<file path="src/design/sapm_pkg.sv">
`default_nettype none
package sapm_pkg;

    // window average is taken by a shift, so WINDOW_LEN stays a power of two
    localparam int WINDOW_LEN = 8;
    localparam int SAMPLE_W   = 10;
    localparam int PCT_W      = 7;
    localparam int PCT_SCALE  = 100;
    localparam int SAMPLE_MAX = (1 << SAMPLE_W) - 1;

    localparam int SLOT_W   = (WINDOW_LEN > 1) ? $clog2(WINDOW_LEN) : 1;
    localparam int LEN_BITS = (WINDOW_LEN > 1) ? $clog2(WINDOW_LEN) : 0;
    localparam int SUM_W    = SAMPLE_W + LEN_BITS;
    localparam int PROD_W   = SAMPLE_W + PCT_W;
    localparam int DIV_W    = (SUM_W > PROD_W) ? SUM_W : PROD_W;
    localparam int LEN_W    = $clog2(WINDOW_LEN + 1);
    localparam int DEN_W    = (SAMPLE_W > LEN_W) ? SAMPLE_W : LEN_W;
    localparam int DIV_CNT_W = $clog2(DIV_W);

    localparam logic [SUM_W-1:0] SUM_MAX = SUM_W'(SAMPLE_MAX * WINDOW_LEN);

    typedef enum logic [1:0] {
        REG_DRY    = 2'd0,
        REG_WET    = 2'd1,
        REG_MARGIN = 2'd2
    } sapm_reg_t;

    typedef enum logic [3:0] {
        ST_IDLE,
        ST_FILL,
        ST_UPDATE,
        ST_AVG,
        ST_MUL,
        ST_PCT_GO,
        ST_PCT_WAIT,
        ST_OUT
    } sapm_state_t;

    typedef struct packed {
        logic [DIV_W-1:0] num;
        logic [DEN_W-1:0] den;
    } sapm_div_req_t;

endpackage
`default_nettype wire

</file>
<file path="src/design/sapm_ram.sv">
`default_nettype none
module sapm_ram #(
    parameter int WIDTH = 10,
    parameter int DEPTH = 8,
    parameter int ADDR_W = (DEPTH > 1) ? $clog2(DEPTH) : 1
) (
    input  wire logic              aclk,
    input  wire logic              we,
    input  wire logic [ADDR_W-1:0] waddr,
    input  wire logic [WIDTH-1:0]  wdata,
    input  wire logic [ADDR_W-1:0] raddr,
    output logic      [WIDTH-1:0]  rdata
);

    logic [WIDTH-1:0] mem [DEPTH];
    logic [WIDTH-1:0] rdata_reg;

    always_ff @(posedge aclk) begin
        if (we) begin
            mem[waddr] <= wdata;
        end
        rdata_reg <= mem[raddr];
    end

    assign rdata = rdata_reg;

endmodule
`default_nettype wire

</file>
<file path="src/design/sapm_div.sv">
`default_nettype none
module sapm_div (
    input  wire logic                   aclk,
    input  wire logic                   aresetn,
    input  wire logic                   start,
    input  wire sapm_pkg::sapm_div_req_t req,
    output logic                        done,
    output logic [sapm_pkg::DIV_W-1:0]  quot
);
    import sapm_pkg::*;

    logic                 busy_reg;
    logic                 done_reg;
    logic [DIV_CNT_W-1:0] cnt_reg;
    logic [DIV_W-1:0]     quot_reg;
    logic [DEN_W-1:0]     rem_reg;
    logic [DEN_W-1:0]     den_reg;

    logic [DEN_W:0]       trial;
    logic                 fits;

    // restoring division, one quotient bit per cycle
    always_comb begin
        trial = {rem_reg, quot_reg[DIV_W-1]};
        fits  = (trial >= {1'b0, den_reg});
    end

    always_ff @(posedge aclk) begin
        if (!aresetn) begin
            busy_reg <= 1'b0;
            done_reg <= 1'b0;
            cnt_reg  <= '0;
        end else begin
            done_reg <= 1'b0;
            if (start) begin
                busy_reg <= 1'b1;
                cnt_reg  <= '0;
            end else if (busy_reg) begin
                cnt_reg <= cnt_reg + 1'b1;
                if (cnt_reg == DIV_CNT_W'(DIV_W - 1)) begin
                    busy_reg <= 1'b0;
                    done_reg <= 1'b1;
                end
            end
        end
    end

    always_ff @(posedge aclk) begin
        if (start) begin
            quot_reg <= req.num;
            den_reg  <= req.den;
            rem_reg  <= '0;
        end else if (busy_reg) begin
            quot_reg <= {quot_reg[DIV_W-2:0], fits};
            rem_reg  <= fits ? DEN_W'(trial - {1'b0, den_reg}) : trial[DEN_W-1:0];
        end
    end

    assign done = done_reg;
    assign quot = quot_reg;

endmodule
`default_nettype wire

</file>
<file path="src/design/sensor_average_percent_map.sv">
`default_nettype none
// Moving average of 10-bit converter samples over a ring of WINDOW_LEN words
// held in a small RAM, followed by a linear map from the dry point (0 %) to
// the wet point (100 %), truncated toward zero and clamped to 0..100, plus a
// flag telling whether the average lies within the margin of the span.
// Each item passes the states UPDATE (or FILL), AVG, MUL, PCT_GO, PCT_WAIT
// and OUT, and OUT waits while the output is stalled: the window sum is
// divided by a shift, and the scaled calibration offset passes through a
// divider that retires one quotient bit per cycle. Equal calibration
// points give 0 % and skip the divider. The first sample after reset is
// written to every window entry. A new word is taken only in the idle
// state, once the last result is in the output register, so it can be
// taken while a finished result still waits on the output register.
// Register writes (cfg_we, cfg_index, cfg_wdata) apply from the next sample
// only if the user makes them while no sample is in flight; the block does not enforce this.
module sensor_average_percent_map (
    input  wire logic                          aclk,
    input  wire logic                          aresetn,
    input  wire logic                          cfg_we,
    input  wire logic [1:0]                    cfg_index,
    input  wire logic [sapm_pkg::SAMPLE_W-1:0] cfg_wdata,
    input  wire logic                          s_valid,
    output logic                               s_ready,
    input  wire logic [sapm_pkg::SAMPLE_W-1:0] s_sample,
    output logic                               m_valid,
    input  wire logic                          m_ready,
    output logic      [sapm_pkg::SAMPLE_W-1:0] m_average,
    output logic      [sapm_pkg::PCT_W-1:0]    m_percent,
    output logic                               m_in_range
);
    import sapm_pkg::*;

    sapm_state_t state_reg, state_next;

    logic [SAMPLE_W-1:0] dry_reg, wet_reg, margin_reg;
    logic [SAMPLE_W-1:0] sample_reg;
    logic [SLOT_W-1:0]   slot_reg;
    logic [SLOT_W-1:0]   fill_reg;
    logic [SUM_W-1:0]    sum_reg;
    logic                primed_reg;
    logic [SAMPLE_W-1:0] avg_reg;
    logic [PCT_W-1:0]    pct_reg;
    logic                range_reg;
    logic                neg_reg;
    logic [PROD_W-1:0]   prod_reg;
    logic [SAMPLE_W-1:0] dmag_reg;

    logic                m_valid_reg;
    logic [SAMPLE_W-1:0] m_average_reg;
    logic [PCT_W-1:0]    m_percent_reg;
    logic                m_in_range_reg;

    logic                ram_we;
    logic [SLOT_W-1:0]   ram_waddr;
    logic [SAMPLE_W-1:0] ram_rdata;

    logic                div_start;
    sapm_div_req_t       div_req;
    logic                div_done;
    logic [DIV_W-1:0]    div_quot;

    logic                accept;
    logic                out_load;
    logic signed [SAMPLE_W:0]   diff_s, den_s;
    logic [SAMPLE_W-1:0]        diff_mag, den_mag;
    logic [SAMPLE_W-1:0]        span_lo, span_hi;
    logic signed [SAMPLE_W+1:0] lo_s, hi_s, avg_s;
    logic                       range_now;
    logic [PCT_W-1:0]           pct_now;

    assign accept   = s_valid && s_ready;
    assign out_load = (state_reg == ST_OUT) && (!m_valid_reg || m_ready);

    // config
    always_ff @(posedge aclk) begin
        if (!aresetn) begin
            dry_reg    <= SAMPLE_W'(800);
            wet_reg    <= SAMPLE_W'(400);
            margin_reg <= SAMPLE_W'(50);
        end else if (cfg_we) begin
            case (cfg_index)
                REG_DRY:    dry_reg    <= cfg_wdata;
                REG_WET:    wet_reg    <= cfg_wdata;
                REG_MARGIN: margin_reg <= cfg_wdata;
                default: ;
            endcase
        end
    end

    sapm_ram #(
        .WIDTH(SAMPLE_W),
        .DEPTH(WINDOW_LEN)
    ) u_window (
        .aclk (aclk),
        .we   (ram_we),
        .waddr(ram_waddr),
        .wdata(sample_reg),
        .raddr(slot_reg),
        .rdata(ram_rdata)
    );

    sapm_div u_div (
        .aclk   (aclk),
        .aresetn(aresetn),
        .start  (div_start),
        .req    (div_req),
        .done   (div_done),
        .quot   (div_quot)
    );

    // calibration math on the registered average
    always_comb begin
        diff_s   = $signed({1'b0, avg_reg}) - $signed({1'b0, dry_reg});
        den_s    = $signed({1'b0, wet_reg}) - $signed({1'b0, dry_reg});
        diff_mag = diff_s[SAMPLE_W] ? SAMPLE_W'(-diff_s) : diff_s[SAMPLE_W-1:0];
        den_mag  = den_s[SAMPLE_W]  ? SAMPLE_W'(-den_s)  : den_s[SAMPLE_W-1:0];
        span_lo  = (wet_reg < dry_reg) ? wet_reg : dry_reg;
        span_hi  = (wet_reg > dry_reg) ? wet_reg : dry_reg;
        lo_s     = $signed({2'b00, span_lo}) - $signed({2'b00, margin_reg});
        hi_s     = $signed({2'b00, span_hi}) + $signed({2'b00, margin_reg});
        avg_s    = $signed({2'b00, avg_reg});
        range_now = (avg_s >= lo_s) && (avg_s <= hi_s);
        if (neg_reg) begin
            pct_now = '0;
        end else if (div_quot >= DIV_W'(PCT_SCALE)) begin
            pct_now = PCT_W'(PCT_SCALE);
        end else begin
            pct_now = div_quot[PCT_W-1:0];
        end
    end

    always_comb begin
        state_next = state_reg;
        s_ready    = 1'b0;
        ram_we     = 1'b0;
        ram_waddr  = slot_reg;
        div_start  = 1'b0;
        div_req.num = DIV_W'(prod_reg);
        div_req.den = DEN_W'(dmag_reg);
        case (state_reg)
            ST_IDLE: begin
                s_ready = 1'b1;
                if (s_valid) begin
                    state_next = primed_reg ? ST_UPDATE : ST_FILL;
                end
            end
            ST_FILL: begin
                ram_we    = 1'b1;
                ram_waddr = fill_reg;
                if (fill_reg == SLOT_W'(WINDOW_LEN - 1)) begin
                    state_next = ST_AVG;
                end
            end
            ST_UPDATE: begin
                ram_we     = 1'b1;
                state_next = ST_AVG;
            end
            ST_AVG: begin
                state_next = ST_MUL;
            end
            ST_MUL: begin
                state_next = (den_s == '0) ? ST_OUT : ST_PCT_GO;
            end
            ST_PCT_GO: begin
                div_start  = 1'b1;
                state_next = ST_PCT_WAIT;
            end
            ST_PCT_WAIT: begin
                if (div_done) begin
                    state_next = ST_OUT;
                end
            end
            ST_OUT: begin
                if (out_load) begin
                    state_next = ST_IDLE;
                end
            end
            default: state_next = ST_IDLE;
        endcase
    end

    always_ff @(posedge aclk) begin
        if (!aresetn) begin
            state_reg  <= ST_IDLE;
            slot_reg   <= '0;
            fill_reg   <= '0;
            sum_reg    <= '0;
            primed_reg <= 1'b0;
        end else begin
            state_reg <= state_next;
            case (state_reg)
                ST_IDLE: fill_reg <= '0;
                ST_FILL: begin
                    fill_reg <= fill_reg + 1'b1;
                    if (fill_reg == SLOT_W'(WINDOW_LEN - 1)) begin
                        sum_reg    <= SUM_W'(sample_reg) * SUM_W'(WINDOW_LEN);
                        primed_reg <= 1'b1;
                    end
                end
                ST_UPDATE: begin
                    // ram_rdata is the oldest entry, read at accept
                    sum_reg  <= sum_reg - SUM_W'(ram_rdata) + SUM_W'(sample_reg);
                    slot_reg <= (slot_reg == SLOT_W'(WINDOW_LEN - 1)) ? '0
                                                                      : slot_reg + 1'b1;
                end
                default: ;
            endcase
        end
    end

    // datapath registers, no reset needed
    always_ff @(posedge aclk) begin
        if (accept) begin
            sample_reg <= s_sample;
        end
        if (state_reg == ST_AVG) begin
            avg_reg <= sum_reg[SUM_W-1:LEN_BITS];
        end
        if (state_reg == ST_MUL) begin
            prod_reg  <= PROD_W'(diff_mag) * PROD_W'(PCT_SCALE);
            dmag_reg  <= den_mag;
            neg_reg   <= (diff_s[SAMPLE_W] != den_s[SAMPLE_W]) && (diff_s != '0);
            range_reg <= range_now;
            pct_reg   <= '0;
        end
        if (state_reg == ST_PCT_WAIT && div_done) begin
            pct_reg <= pct_now;
        end
    end

    // output word register
    always_ff @(posedge aclk) begin
        if (!aresetn) begin
            m_valid_reg <= 1'b0;
        end else if (out_load) begin
            m_valid_reg <= 1'b1;
        end else if (m_ready) begin
            m_valid_reg <= 1'b0;
        end
    end

    always_ff @(posedge aclk) begin
        if (out_load) begin
            m_average_reg  <= avg_reg;
            m_percent_reg  <= pct_reg;
            m_in_range_reg <= range_reg;
        end
    end

    assign m_valid    = m_valid_reg;
    assign m_average  = m_average_reg;
    assign m_percent  = m_percent_reg;
    assign m_in_range = m_in_range_reg;

`ifndef NO_ASSERTIONS
    a_primed_sticky: assert property (@(posedge aclk) disable iff (!aresetn)
        primed_reg |=> primed_reg)
        else $error("primed flag dropped");

    a_accept_dispatch: assert property (@(posedge aclk) disable iff (!aresetn)
        accept |=> (state_reg == ST_FILL || state_reg == ST_UPDATE))
        else $error("accepted word not dispatched");

    a_sum_bound: assert property (@(posedge aclk) disable iff (!aresetn)
        sum_reg <= SUM_MAX)
        else $error("window sum out of range");

    a_out_from_out_state: assert property (@(posedge aclk) disable iff (!aresetn)
        $rose(m_valid_reg) |-> $past(state_reg) == ST_OUT)
        else $error("result loaded outside output state");

    a_pct_bound: assert property (@(posedge aclk) disable iff (!aresetn)
        m_valid_reg |-> m_percent_reg <= PCT_W'(PCT_SCALE))
        else $error("percent above scale");
`endif

endmodule
`default_nettype wire

</file>
<file path="config.mk">
export PLATFORM = sky130hd
export DESIGN_NAME = sensor_average_percent_map
export DESIGN_NICKNAME = d
export VERILOG_FILES = /design/src/design/sapm_pkg.sv /design/src/design/sapm_ram.sv /design/src/design/sapm_div.sv /design/src/design/sensor_average_percent_map.sv
export SDC_FILE = /design/constraint.sdc
export NUM_CORES = 1
export LEC_CHECK = 0
export BUFFER_PORTS_ARGS = -buffer_cell sky130_fd_sc_hd__buf_2
export CAP_MARGIN = 0
export CORE_MARGIN = 3
export CORE_UTILIZATION = 55
export CTS_CLUSTER_DIAMETER = 120
export DETAILED_ROUTE_END_ITERATION = 7
export PLACE_DENSITY = 0.72
export SLEW_MARGIN = 20
export SYNTH_ARGS = -nofsm -noshare
export SYNTH_HDL_FRONTEND = slang
export SYNTH_SLANG_ARGS = --single-unit
</file>
<file path="constraint.sdc">
create_clock -name aclk -period 7.6 [get_ports aclk]
set_input_delay 0.76 -clock aclk [delete_from_list [all_inputs] [get_ports aclk]]
set_output_delay 0.76 -clock aclk [all_outputs]
set_load 0.005 [all_outputs]
</file>
== After elaboration in Yosys (flattened, before gate mapping) ==
Memories as Yosys holds them, arrays and structs flattened. A register that Yosys moved wholly into a read port is not among the register bits.
Index checks and enable logic that the tools add are counted.
Operators by class
  add/sub/neg operators: 12
  multiply operators: 1
  order comparisons: 6
  equal/unequal tests: 17
  mux-type cells: 34
  bitwise gates (word level): 2
  reduce and logical (&&, ||, !) cells: 25
Operator list (number)
  two-way mux 10 bit: 5
  two-way mux 17 bit: 2
  subtractor 10 x 10 -> 11 bit: 3
  case mux 4 bit (8 select lines): 1
  two-way mux 7 bit: 4
  case mux 13 bit (2 select lines): 1
  negator 10 bit: 2
  greater-or-equal comparator 17 x 7 -> 1 bit, second input constant: 1
  == test 4 x 3 -> 1 bit, second input constant: 4
  two-way mux 4 bit: 4
  multiplier 10 x 5 -> 15 bit, second input constant: 1
  adder 13 x 10 -> 13 bit: 1
  two-way mux 13 bit: 1
  subtractor 13 x 10 -> 13 bit: 1
  adder 10 x 10 -> 11 bit: 1
  greater-or-equal comparator 11 x 10 -> 1 bit: 1
  greater-or-equal comparator 11 bit: 1
  <= comparator 10 x 11 -> 1 bit: 1
  zero test 11 bit: 1
  two-way mux 1 bit: 11
  nonzero test 11 bit: 1
  greater-than comparator 10 bit: 1
  less-than comparator 10 bit: 1
  AND reduction 2 bit: 5
  25 further kinds: 42
Word-level totals
  flip-flop bits (word level): 171
  memory bits (writable): 80
  input bits: 27
  output and inout port bits: 20
  memories: 1
Memory list
  u_window.mem: words 8, bits a word 10, read ports 1, clocked after memory_dff 1, write ports 1, line sapm_ram.sv:15  | logic [WIDTH-1:0] mem [DEPTH];

== Depth between registers and ports, before layout ==
Gate-level depths: netlist of run 1.
  word-level depth: 5
  depth in mapped cells: 24
  mapped depth without buffers: 23

== By module ==
From an unflattened synthesis of run 1, not the netlist that was laid out.
Second synthesis, totals
  cell total of the unflattened synthesis: 1293
  area, all modules: 14697.8 um^2
By module, submodules not included
  sensor_average_percent_map: times used 1, cells each 958, area each 9090.0 um^2, seq. area each 3243.1 um^2
  sapm_ram: times used 1, cells each 138, area each 3333.2 um^2, seq. area each 2602.5 um^2
  sapm_div: times used 1, cells each 197, area each 2274.7 um^2, seq. area each 1151.1 um^2

== Least setup slack after synthesis of run 1 ==
OpenSTA, ideal clock, no wires.
  kind: flip-flop to flip-flop
  from: reg avg_reg[0]
  to: reg prod_reg[16] (data pin)
  data arrival time: 5.315 ns
  data required time: 7.442 ns
  setup slack: 2.127 ns
  stages on the path, launching flop included: 24
  clock period less this slack: 5.473 ns
  cell sequence: edfxtp_1 > inv_1 > ha_1 > inv_1 > fa_1 > a211oi_1 > o21ai_0 > a21oi_1 > o21ai_0 > a21o_1 > clkbuf_1 > nor2_1 > xnor2_1 > ha_1 > ha_1 > fa_1 > ha_1 > a21o_1 > a21oi_1 > nor2b_1 > o21a_1 > o41ai_1 > or4b_1 > o211ai_1
On the way
  longest elaborated chain between the ends: 4
Ends and longest elaborated chain
  from (decl): line sensor_average_percent_map.sv:41  | logic [SAMPLE_W-1:0] avg_reg;
  from (signal assigned): line sensor_average_percent_map.sv:217  | avg_reg <= sum_reg[SUM_W-1:LEN_BITS];
  subtractor 10 x 10 -> 11 bit *: line sensor_average_percent_map.sv:113  | diff_s = $signed({1'b0, avg_reg}) - $signed({1'b0, dry_reg});
  negator 10 bit: line sensor_average_percent_map.sv:115  | diff_mag = diff_s[SAMPLE_W] ? SAMPLE_W'(-diff_s) : diff_s[SAMPLE_W-1:0];
  two-way mux 10 bit *: line sensor_average_percent_map.sv:115
  via diff_mag[2]: line sensor_average_percent_map.sv:65  | logic [SAMPLE_W-1:0] diff_mag, den_mag;
  multiplier 10 x 5 -> 15 bit *: line sensor_average_percent_map.sv:220  | prod_reg <= PROD_W'(diff_mag) * PROD_W'(PCT_SCALE);
  to (signal assigned): line sensor_average_percent_map.sv:220
  to (decl): line sensor_average_percent_map.sv:45  | logic [PROD_W-1:0] prod_reg;
The timed path passes the listed nets; every way through them passes the cells marked *.
A chain may end at the register's enable or synchronous reset.

== Worst setup path in the final report of run 1 ==
  from: reg avg_reg[0]
  to: reg prod_reg[16] (data pin)
On the way
  longest elaborated chain between the ends: 4
Ends and longest elaborated chain (line)
  subtractor 10 x 10 -> 11 bit *: sensor_average_percent_map.sv:113
  negator 10 bit: sensor_average_percent_map.sv:115
  two-way mux 10 bit *: sensor_average_percent_map.sv:115
  multiplier 10 x 5 -> 15 bit *: sensor_average_percent_map.sv:220
Every way passes the cells marked *; elsewhere a longest branch is shown, timed or not.

==> flow_metrics.env, run 1 <==
export IMPL_cts_tree="yes"
export IMPL_slew_violations=0
export IMPL_gp_congestion=0.913
export IMPL_portBuffers=46
export IMPL_cts_buffer_depth=3
export IMPL_slew_limit_headroom=0.293
export IMPL_ir_worst_vdd_mv=0.234
export IMPL_fmax_mhz=166
export IMPL_power_frac_seq=0.406
export IMPL_cp_data_arrival_time_ns=6.43
export IMPL_layout_nets=1557
export IMPL_grtUsageTotal=0.209
export IMPL_path_clk_slew_ns=0.06
export IMPL_largest_register_ffs=80
export IMPL_status="finished, final reports clean"
export IMPL_switching_share=0.294
export IMPL_die_x_microns=168
export IMPL_routed_wl_microns=29100
export IMPL_cts_root_buf="clkbuf_16"
export IMPL_dpl_hpwl_microns=21400
export IMPL_grt_pass1_wl_microns=48600
export IMPL_grt_max_degree=45
export IMPL_critPathCaptureType="flop"
export IMPL_postSynthCellCount=1343
export IMPL_vias=9819
export IMPL_min_period_over_period=0.794
export IMPL_rows=58
export IMPL_fp_coreArea_sq_um=25500
export IMPL_insertion_delay_ns=0.55
export IMPL_final_util=0.623
export IMPL_wl_per_cell_microns=16.8
export IMPL_ios=47
export IMPL_cts_setup_buffers=0
export IMPL_synth_common_cells="197 x nand2_1, 179 x edfxtp_1, 125 x ha_1"
export IMPL_num_antenna_cells=0
export IMPL_area_growth_pct=10.2
export IMPL_cts_hold_buf=0
export IMPL_yosysTopAreaCell="edfxtp_1"
export IMPL_drive_gt1_frac=0.113
export IMPL_finalSetupTns_ns=0
export IMPL_p_clk_frac=0.325
export IMPL_clock_skew_ns=0.0130
export IMPL_synth_cell_types=76
export IMPL_cts_resized=0
export IMPL_cp_required_ns=8.00
export IMPL_power_density_nw_per_um2=259
export IMPL_async_flop_share=0
export IMPL_total_leakage_power_uw=0.00627
export IMPL_combPwrFrac=0.269
export IMPL_hold_violations=0
export IMPL_worst_pin_slew_ns=1.06
export IMPL_finalSetupViolCount=0
export IMPL_crit_fanout=11
export IMPL_synth_warnings=0
export IMPL_grt_overflow_total=0
export IMPL_p_int_uw=2910
export IMPL_power_uw=4120
export IMPL_die_height_microns=168
export IMPL_startpoint_type="flop"
export IMPL_switching_power_uw=1210
export IMPL_cap_violations=0
export IMPL_stdcell_area_sq_um=15900
export IMPL_drcViolationCount=0
export IMPL_place_area_sq_um=14900
export IMPL_die_area_sq_um=28200
export IMPL_rsz0062_at_grt="no"
export IMPL_synth_area_sq_um=14400
export IMPL_ys_ff_latch=260
export IMPL_dr_pass1_iters=6
export IMPL_antenna_found_initial=0
export IMPL_initial_core_util=0.566
export IMPL_drt_antenna_violating_nets=0
export IMPL_synth_avg_cell_area_sq_um=10.7
export IMPL_synth_top_area_frac=0.373
export IMPL_grt_pass1_vias=9695
export IMPL_htreeDepth=1
export IMPL_drt_first_iter_violations=815
export IMPL_worstSetupPathType="flop to flop"
export IMPL_synthesis_nets=1515
export IMPL_synth_edff_count=179
export IMPL_yosysSeqAreaShare=0.486
export IMPL_hold_path_class="primary input to flop"
export IMPL_cts_sinks=260
export IMPL_finalCriticalPeriod_ns=6.03
export IMPL_synth_most_common_cell="nand2_1"
export IMPL_cts_buffers=27
export IMPL_synth_area_top_cells="edfxtp_1 37%, dfxtp_1 11%, ha_1 11%"
export IMPL_via_per_inst=5.66
export IMPL_yosys_most_used_dff="edfxtp_1"
==> critical path, cell delays in order (launching register included) <==
cell	delay (ns)
edfxtp_1	0.38
inv_1	0.12
ha_1	0.18
inv_1	0.06
fa_1	0.44
a211oi_1	0.30
o21ai_0	0.13
a21oi_1	0.25
o21ai_0	0.11
a21o_1	0.30
nor2b_1	0.17
xor2_1	0.28
ha_1	0.29
ha_1	0.31
fa_1	0.47
ha_1	0.35
a21o_1	0.18
a21oi_1	0.22
nor2b_1	0.07
o21a_1	0.18
o41ai_1	0.48
or4b_1	0.48
o211ai_1	0.10
==> power by group through the flow <==
stage	sequential [uW]	combinational, uW	clock, uW
final	1670	1110	1340
after global routing	1680	1260	1420
after CTS	1670	1110	1360
after detailed placement	1700	1090	0
after global placement	1700	1070	0
after floorplan	1680	896	0
==> per-stage QoR <==
step,cells,hold slack (ns),setup slack (ns)
6_report,1736,0.387,1.57
5_1_grt,1736,0.370,1.13
4_1_cts,1736,0.370,1.58
3_5_place_dp,1686,0.405,1.61
3_3_place_gp,1686,0.402,1.71
2_1_floorplan,1343,0.400,2.13
==> layer usage <==
metal / routed length [microns] / global-route usage / vias to the layer above
li1: - / - / 4875
met1: 13700 / 0.300 / 4674
met3: 1490 / 0.0244 / 42
met5: 0 / 0 / -
met2: 13500 / 0.348 / 228
met4: 478 / 0.0406 / 0
==> final cells by class <==
| cell class | count | area, sq um |
|---|---|---|
| fillers | 1946 | 9590 |
| flip-flops and latches | 260 | 7000 |
| multi-input cells | 933 | 6860 |
| clock buffers | 36 | 772 |
| inverters | 111 | 417 |
| well taps | 330 | 413 |
| repair buffers | 52 | 275 |
| clock inverters | 14 | 145 |
==> layout by cell type (no fill, tap or decap), types with 6 or more instances in the layout <==
| master | n |
|---|---|
| a31oi_1 | 10 |
| o21a_1 | 15 |
| nor2b_1 | 18 |
| o21ai_0 | 44 |
| a311oi_1 | 7 |
| clkbuf_16 | 28 |
| mux4_2 | 20 |
| ha_1 | 125 |
| nor2_1 | 84 |
| nand3_1 | 22 |
| edfxtp_1 | 179 |
| xnor2_1 | 43 |
| xor2_1 | 26 |
| nand2_1 | 197 |
| nand4_1 | 9 |
| or2_2 | 8 |
| mux2_2 | 13 |
| nor3_1 | 26 |
| buf_2 | 46 |
| nand2b_1 | 14 |
| inv_1 | 110 |
| or3_1 | 8 |
| a21o_1 | 17 |
| o211ai_1 | 12 |
| buf_4 | 6 |
| a211oi_1 | 6 |
| dfxtp_1 | 80 |
| fa_1 | 20 |
| a21oi_1 | 87 |
| mux2i_1 | 13 |
| and2_1 | 8 |
==> logic make-up (layout without fill, tap and decap cells) <==
group           count (synthesis)  count (layout)  share of synthesized area
simple gates                  430             430                      0.136
flops                         260             260                      0.486
compound gates                243             243                      0.110
buf+inv                       150             213                     0.0394
fa+ha+maj                     145             145                      0.136
xor+xnor                       69              69                     0.0419
mux                            46              46                     0.0505
==> path summary, 6_finish.rpt <==
check                        startpoint                    endpoint  slack (ns)  cells past startpoint
hold reg to reg   dmag_reg[1]$_DFFE_PP_  u_div.den_reg[1]$_DFFE_PP_        0.41                      0
setup reg to reg   avg_reg[0]$_DFFE_PN_      prod_reg[16]$_DFFE_PP_        1.57                     22
setup / recovery   avg_reg[0]$_DFFE_PN_      prod_reg[16]$_DFFE_PP_        1.57                     22
hold / removal              s_sample[4]     sample_reg[4]$_DFFE_PP_        0.39                      1
Note: power is estimated with default switching activity, not from simulation.
==> run 2, diff against run 1 <==
==> constraint.sdc (replaced) <==
create_clock -name aclk -period 6 [get_ports aclk]
set_input_delay 0.6 -clock aclk [delete_from_list [all_inputs] [get_ports aclk]]
set_output_delay 0.6 -clock aclk [all_outputs]
set_load 0.005 [all_outputs]
==> run 2 against run 1 <==
Design area rose by 0.24%; clock skew rose by 0.015 ns; global-route usage barely moved; highest routed layer unchanged; die area did not move; clock-buffer cell count rose by 2; total power rose by 27%; sequential power rose by 27%; first-iteration DRC count fell by 15%; largest cell class unchanged; hold slack got worse by 0.16 ns; wire length rose by 1.7%.
==> flow_metrics.env, run 2 (synthesis results as in run 1) <==
export IMPL_status="finished, final reports clean"
export IMPL_whs_path_depth=1
export IMPL_worstReg2RegEnd="prod_reg[16]$_DFFE_PP_"
export IMPL_fmax_mhz=176
export IMPL_worst_pin_slew_ns=1.13
export IMPL_rrSetupSlack_ns=0.33
export IMPL_die_height_microns=168
export IMPL_fill_cells=2030
export IMPL_drcViolationCount=0
export IMPL_r2r_cells=22
export IMPL_critPathCaptureType="flop"
export IMPL_grt_pass1_vias=9573
export IMPL_power_density_nw_per_um2=328
export IMPL_drive_gt1_frac=0.114
export IMPL_antenna_found_initial=0
export IMPL_layout_common_cells="197 x nand2_1, 179 x edfxtp_1, 125 x ha_1, 110 x inv_1, 87 x a21oi_1"
export IMPL_cp_data_arrival_time_ns=6.04
export IMPL_grtUsageTotal=0.209
export IMPL_fp_coreArea_sq_um=25500
export IMPL_final_common_cell="nand2_1"
export IMPL_wl_per_cell_microns=17.0
export IMPL_portBuffers=46
export IMPL_dr_pass1_iters=7
export IMPL_final_util=0.625
export IMPL_crit_fanout=11
export IMPL_min_period_over_period=0.945
export IMPL_largest_register_ffs=80
export IMPL_cts_root_buf="clkbuf_16"
export IMPL_rows=58
export IMPL_vias=9808
export IMPL_grt_overflow_total=0
export IMPL_cts_tree="yes"
export IMPL_grt_max_degree=45
export IMPL_power_uw=5230
export IMPL_drt_antenna_violating_nets=0
export IMPL_hold_path_class="primary input to flop"
export IMPL_worstSetupPathType="flop to flop"
export IMPL_cts_buffer_depth=3
export IMPL_num_antenna_cells=0
export IMPL_holdPathEnd="sample_reg[0]$_DFFE_PP_"
export IMPL_cap_violations=0
export IMPL_hold_violations=0
export IMPL_htreeDepth=1
export IMPL_slowest_delay_ns=0.47
export IMPL_die_x_microns=168
export IMPL_routed_wl_microns=29600
export IMPL_seq_area_sq_um=7000
export IMPL_startpoint_type="flop"
export IMPL_ios=47
export IMPL_min_from="s_sample[0]"
export IMPL_slowest_stage="or4b_1"
export IMPL_drt_first_iter_violations=695
export IMPL_r2r_start="avg_reg[0]$_DFFE_PN_"
export IMPL_insertion_delay_ns=0.55
export IMPL_initial_core_util=0.566
export IMPL_slew_violations=0
export IMPL_ir_worst_vdd_mv=0.252
export IMPL_path_common_cell="ha_1"
export IMPL_grt_pass1_wl_microns=48500
export IMPL_gp_congestion=0.876
export IMPL_layout_nets=1561
export IMPL_dpl_hpwl_microns=21600
export IMPL_cts_buffers=28
export IMPL_die_area_sq_um=28200
export IMPL_area_growth_pct=10.5
export IMPL_cts_sinks=260
export IMPL_slew_limit_headroom=0.243
export IMPL_via_per_inst=5.63
export IMPL_clock_skew_ns=0.0276
export IMPL_finalCriticalPeriod_ns=5.67
export IMPL_path_clk_slew_ns=0.06
export IMPL_finalSetupViolCount=0
export IMPL_cts_hold_buf=0
export IMPL_cp_required_ns=6.37
export IMPL_multi_input_area_sq_um=6880
export IMPL_total_leakage_power_uw=0.00628
export IMPL_worstPathCellList="inv_1 -> ha_1 -> inv_1 -> fa_1 -> a211oi_2 -> o21ai_0 -> a21oi_1 -> o21ai_0 -> a21o_2 -> nor2b_2 -> xor2_2 -> ha_1 -> ha_1 -> fa_1 -> ha_1 -> a21o_1 -> a21oi_1 -> nor2b_1 -> o21a_1 -> o41ai_2 -> or4b_1 -> o211ai_1"
[run 2: metrics by stage]
step                cells  hold WS (ns)  cell area (sq um)  setup TNS, ns  setup WS (ns)
finish               1741         0.223              15900              0          0.329
global route         1741         0.199              15900        -0.0619        -0.0619
CTS                  1740         0.194              15900              0         0.0557
detailed placement   1688         0.405              15000              0          0.112
global placement     1688         0.402              15000              0          0.259
floorplan            1343         0.400              14400              0          0.527
[run 2: how the worst max path moves through the flow]
stage	start	to	slack [ns]	depth (start not counted)
after floorplan	avg_reg[0]$_DFFE_PN_	prod_reg[16]$_DFFE_PP_	0.53	23
after global placement	avg_reg[0]$_DFFE_PN_	prod_reg[16]$_DFFE_PP_	0.26	22
after detailed placement	avg_reg[0]$_DFFE_PN_	prod_reg[16]$_DFFE_PP_	0.11	22
after CTS	avg_reg[0]$_DFFE_PN_	prod_reg[16]$_DFFE_PP_	0.06	22
after global routing	avg_reg[0]$_DFFE_PN_	prod_reg[16]$_DFFE_PP_	-0.06	22
final	avg_reg[0]$_DFFE_PN_	prod_reg[16]$_DFFE_PP_	0.33	22
[run 2: area by class of cell]
cell class,count,area share
Clock inverter,14,0.0108
Tap cell,330,0.0259
Clock buffer,38,0.0464
Sequential cell,260,0.440
Timing Repair Buffer,55,0.0187
Multi-Input combinational cell,933,0.432
Inverter,111,0.0262
[run 2: worst max-delay path: cells and delay by family, from the launching register on]
family                     cells  cell delay (ns)
and+or+nand+nor                3             0.72
AOI/OAI and AO/OA             10             2.02
xor gates and xnor gates       1             0.21
buffers and inverters          2             0.17
DFF                            1             0.39
adders and majority gates      6             1.99
[run 2: report_power, final]
part | internal, uW | leakage [uW] | switching [uW]
Combinational | 648 | 0.00359 | 766
Sequential | 2050 | 0.00226 | 70.8
Clock | 999 | 0.000434 | 697
[run 2: timing repair]
action,in CTS,in global routing
buffers inserted,0,1
resized for setup,0,5
endpoints found under the setup margin,0,4
[run 2: layer usage]
metal,routed length [microns],track usage,vias to the layer above
li1,-,-,4886
met1,13800,0.305,4642
met2,13800,0.335,241
met3,1440,0.0244,39
met4,650,0.0559,0
met5,0,0,-
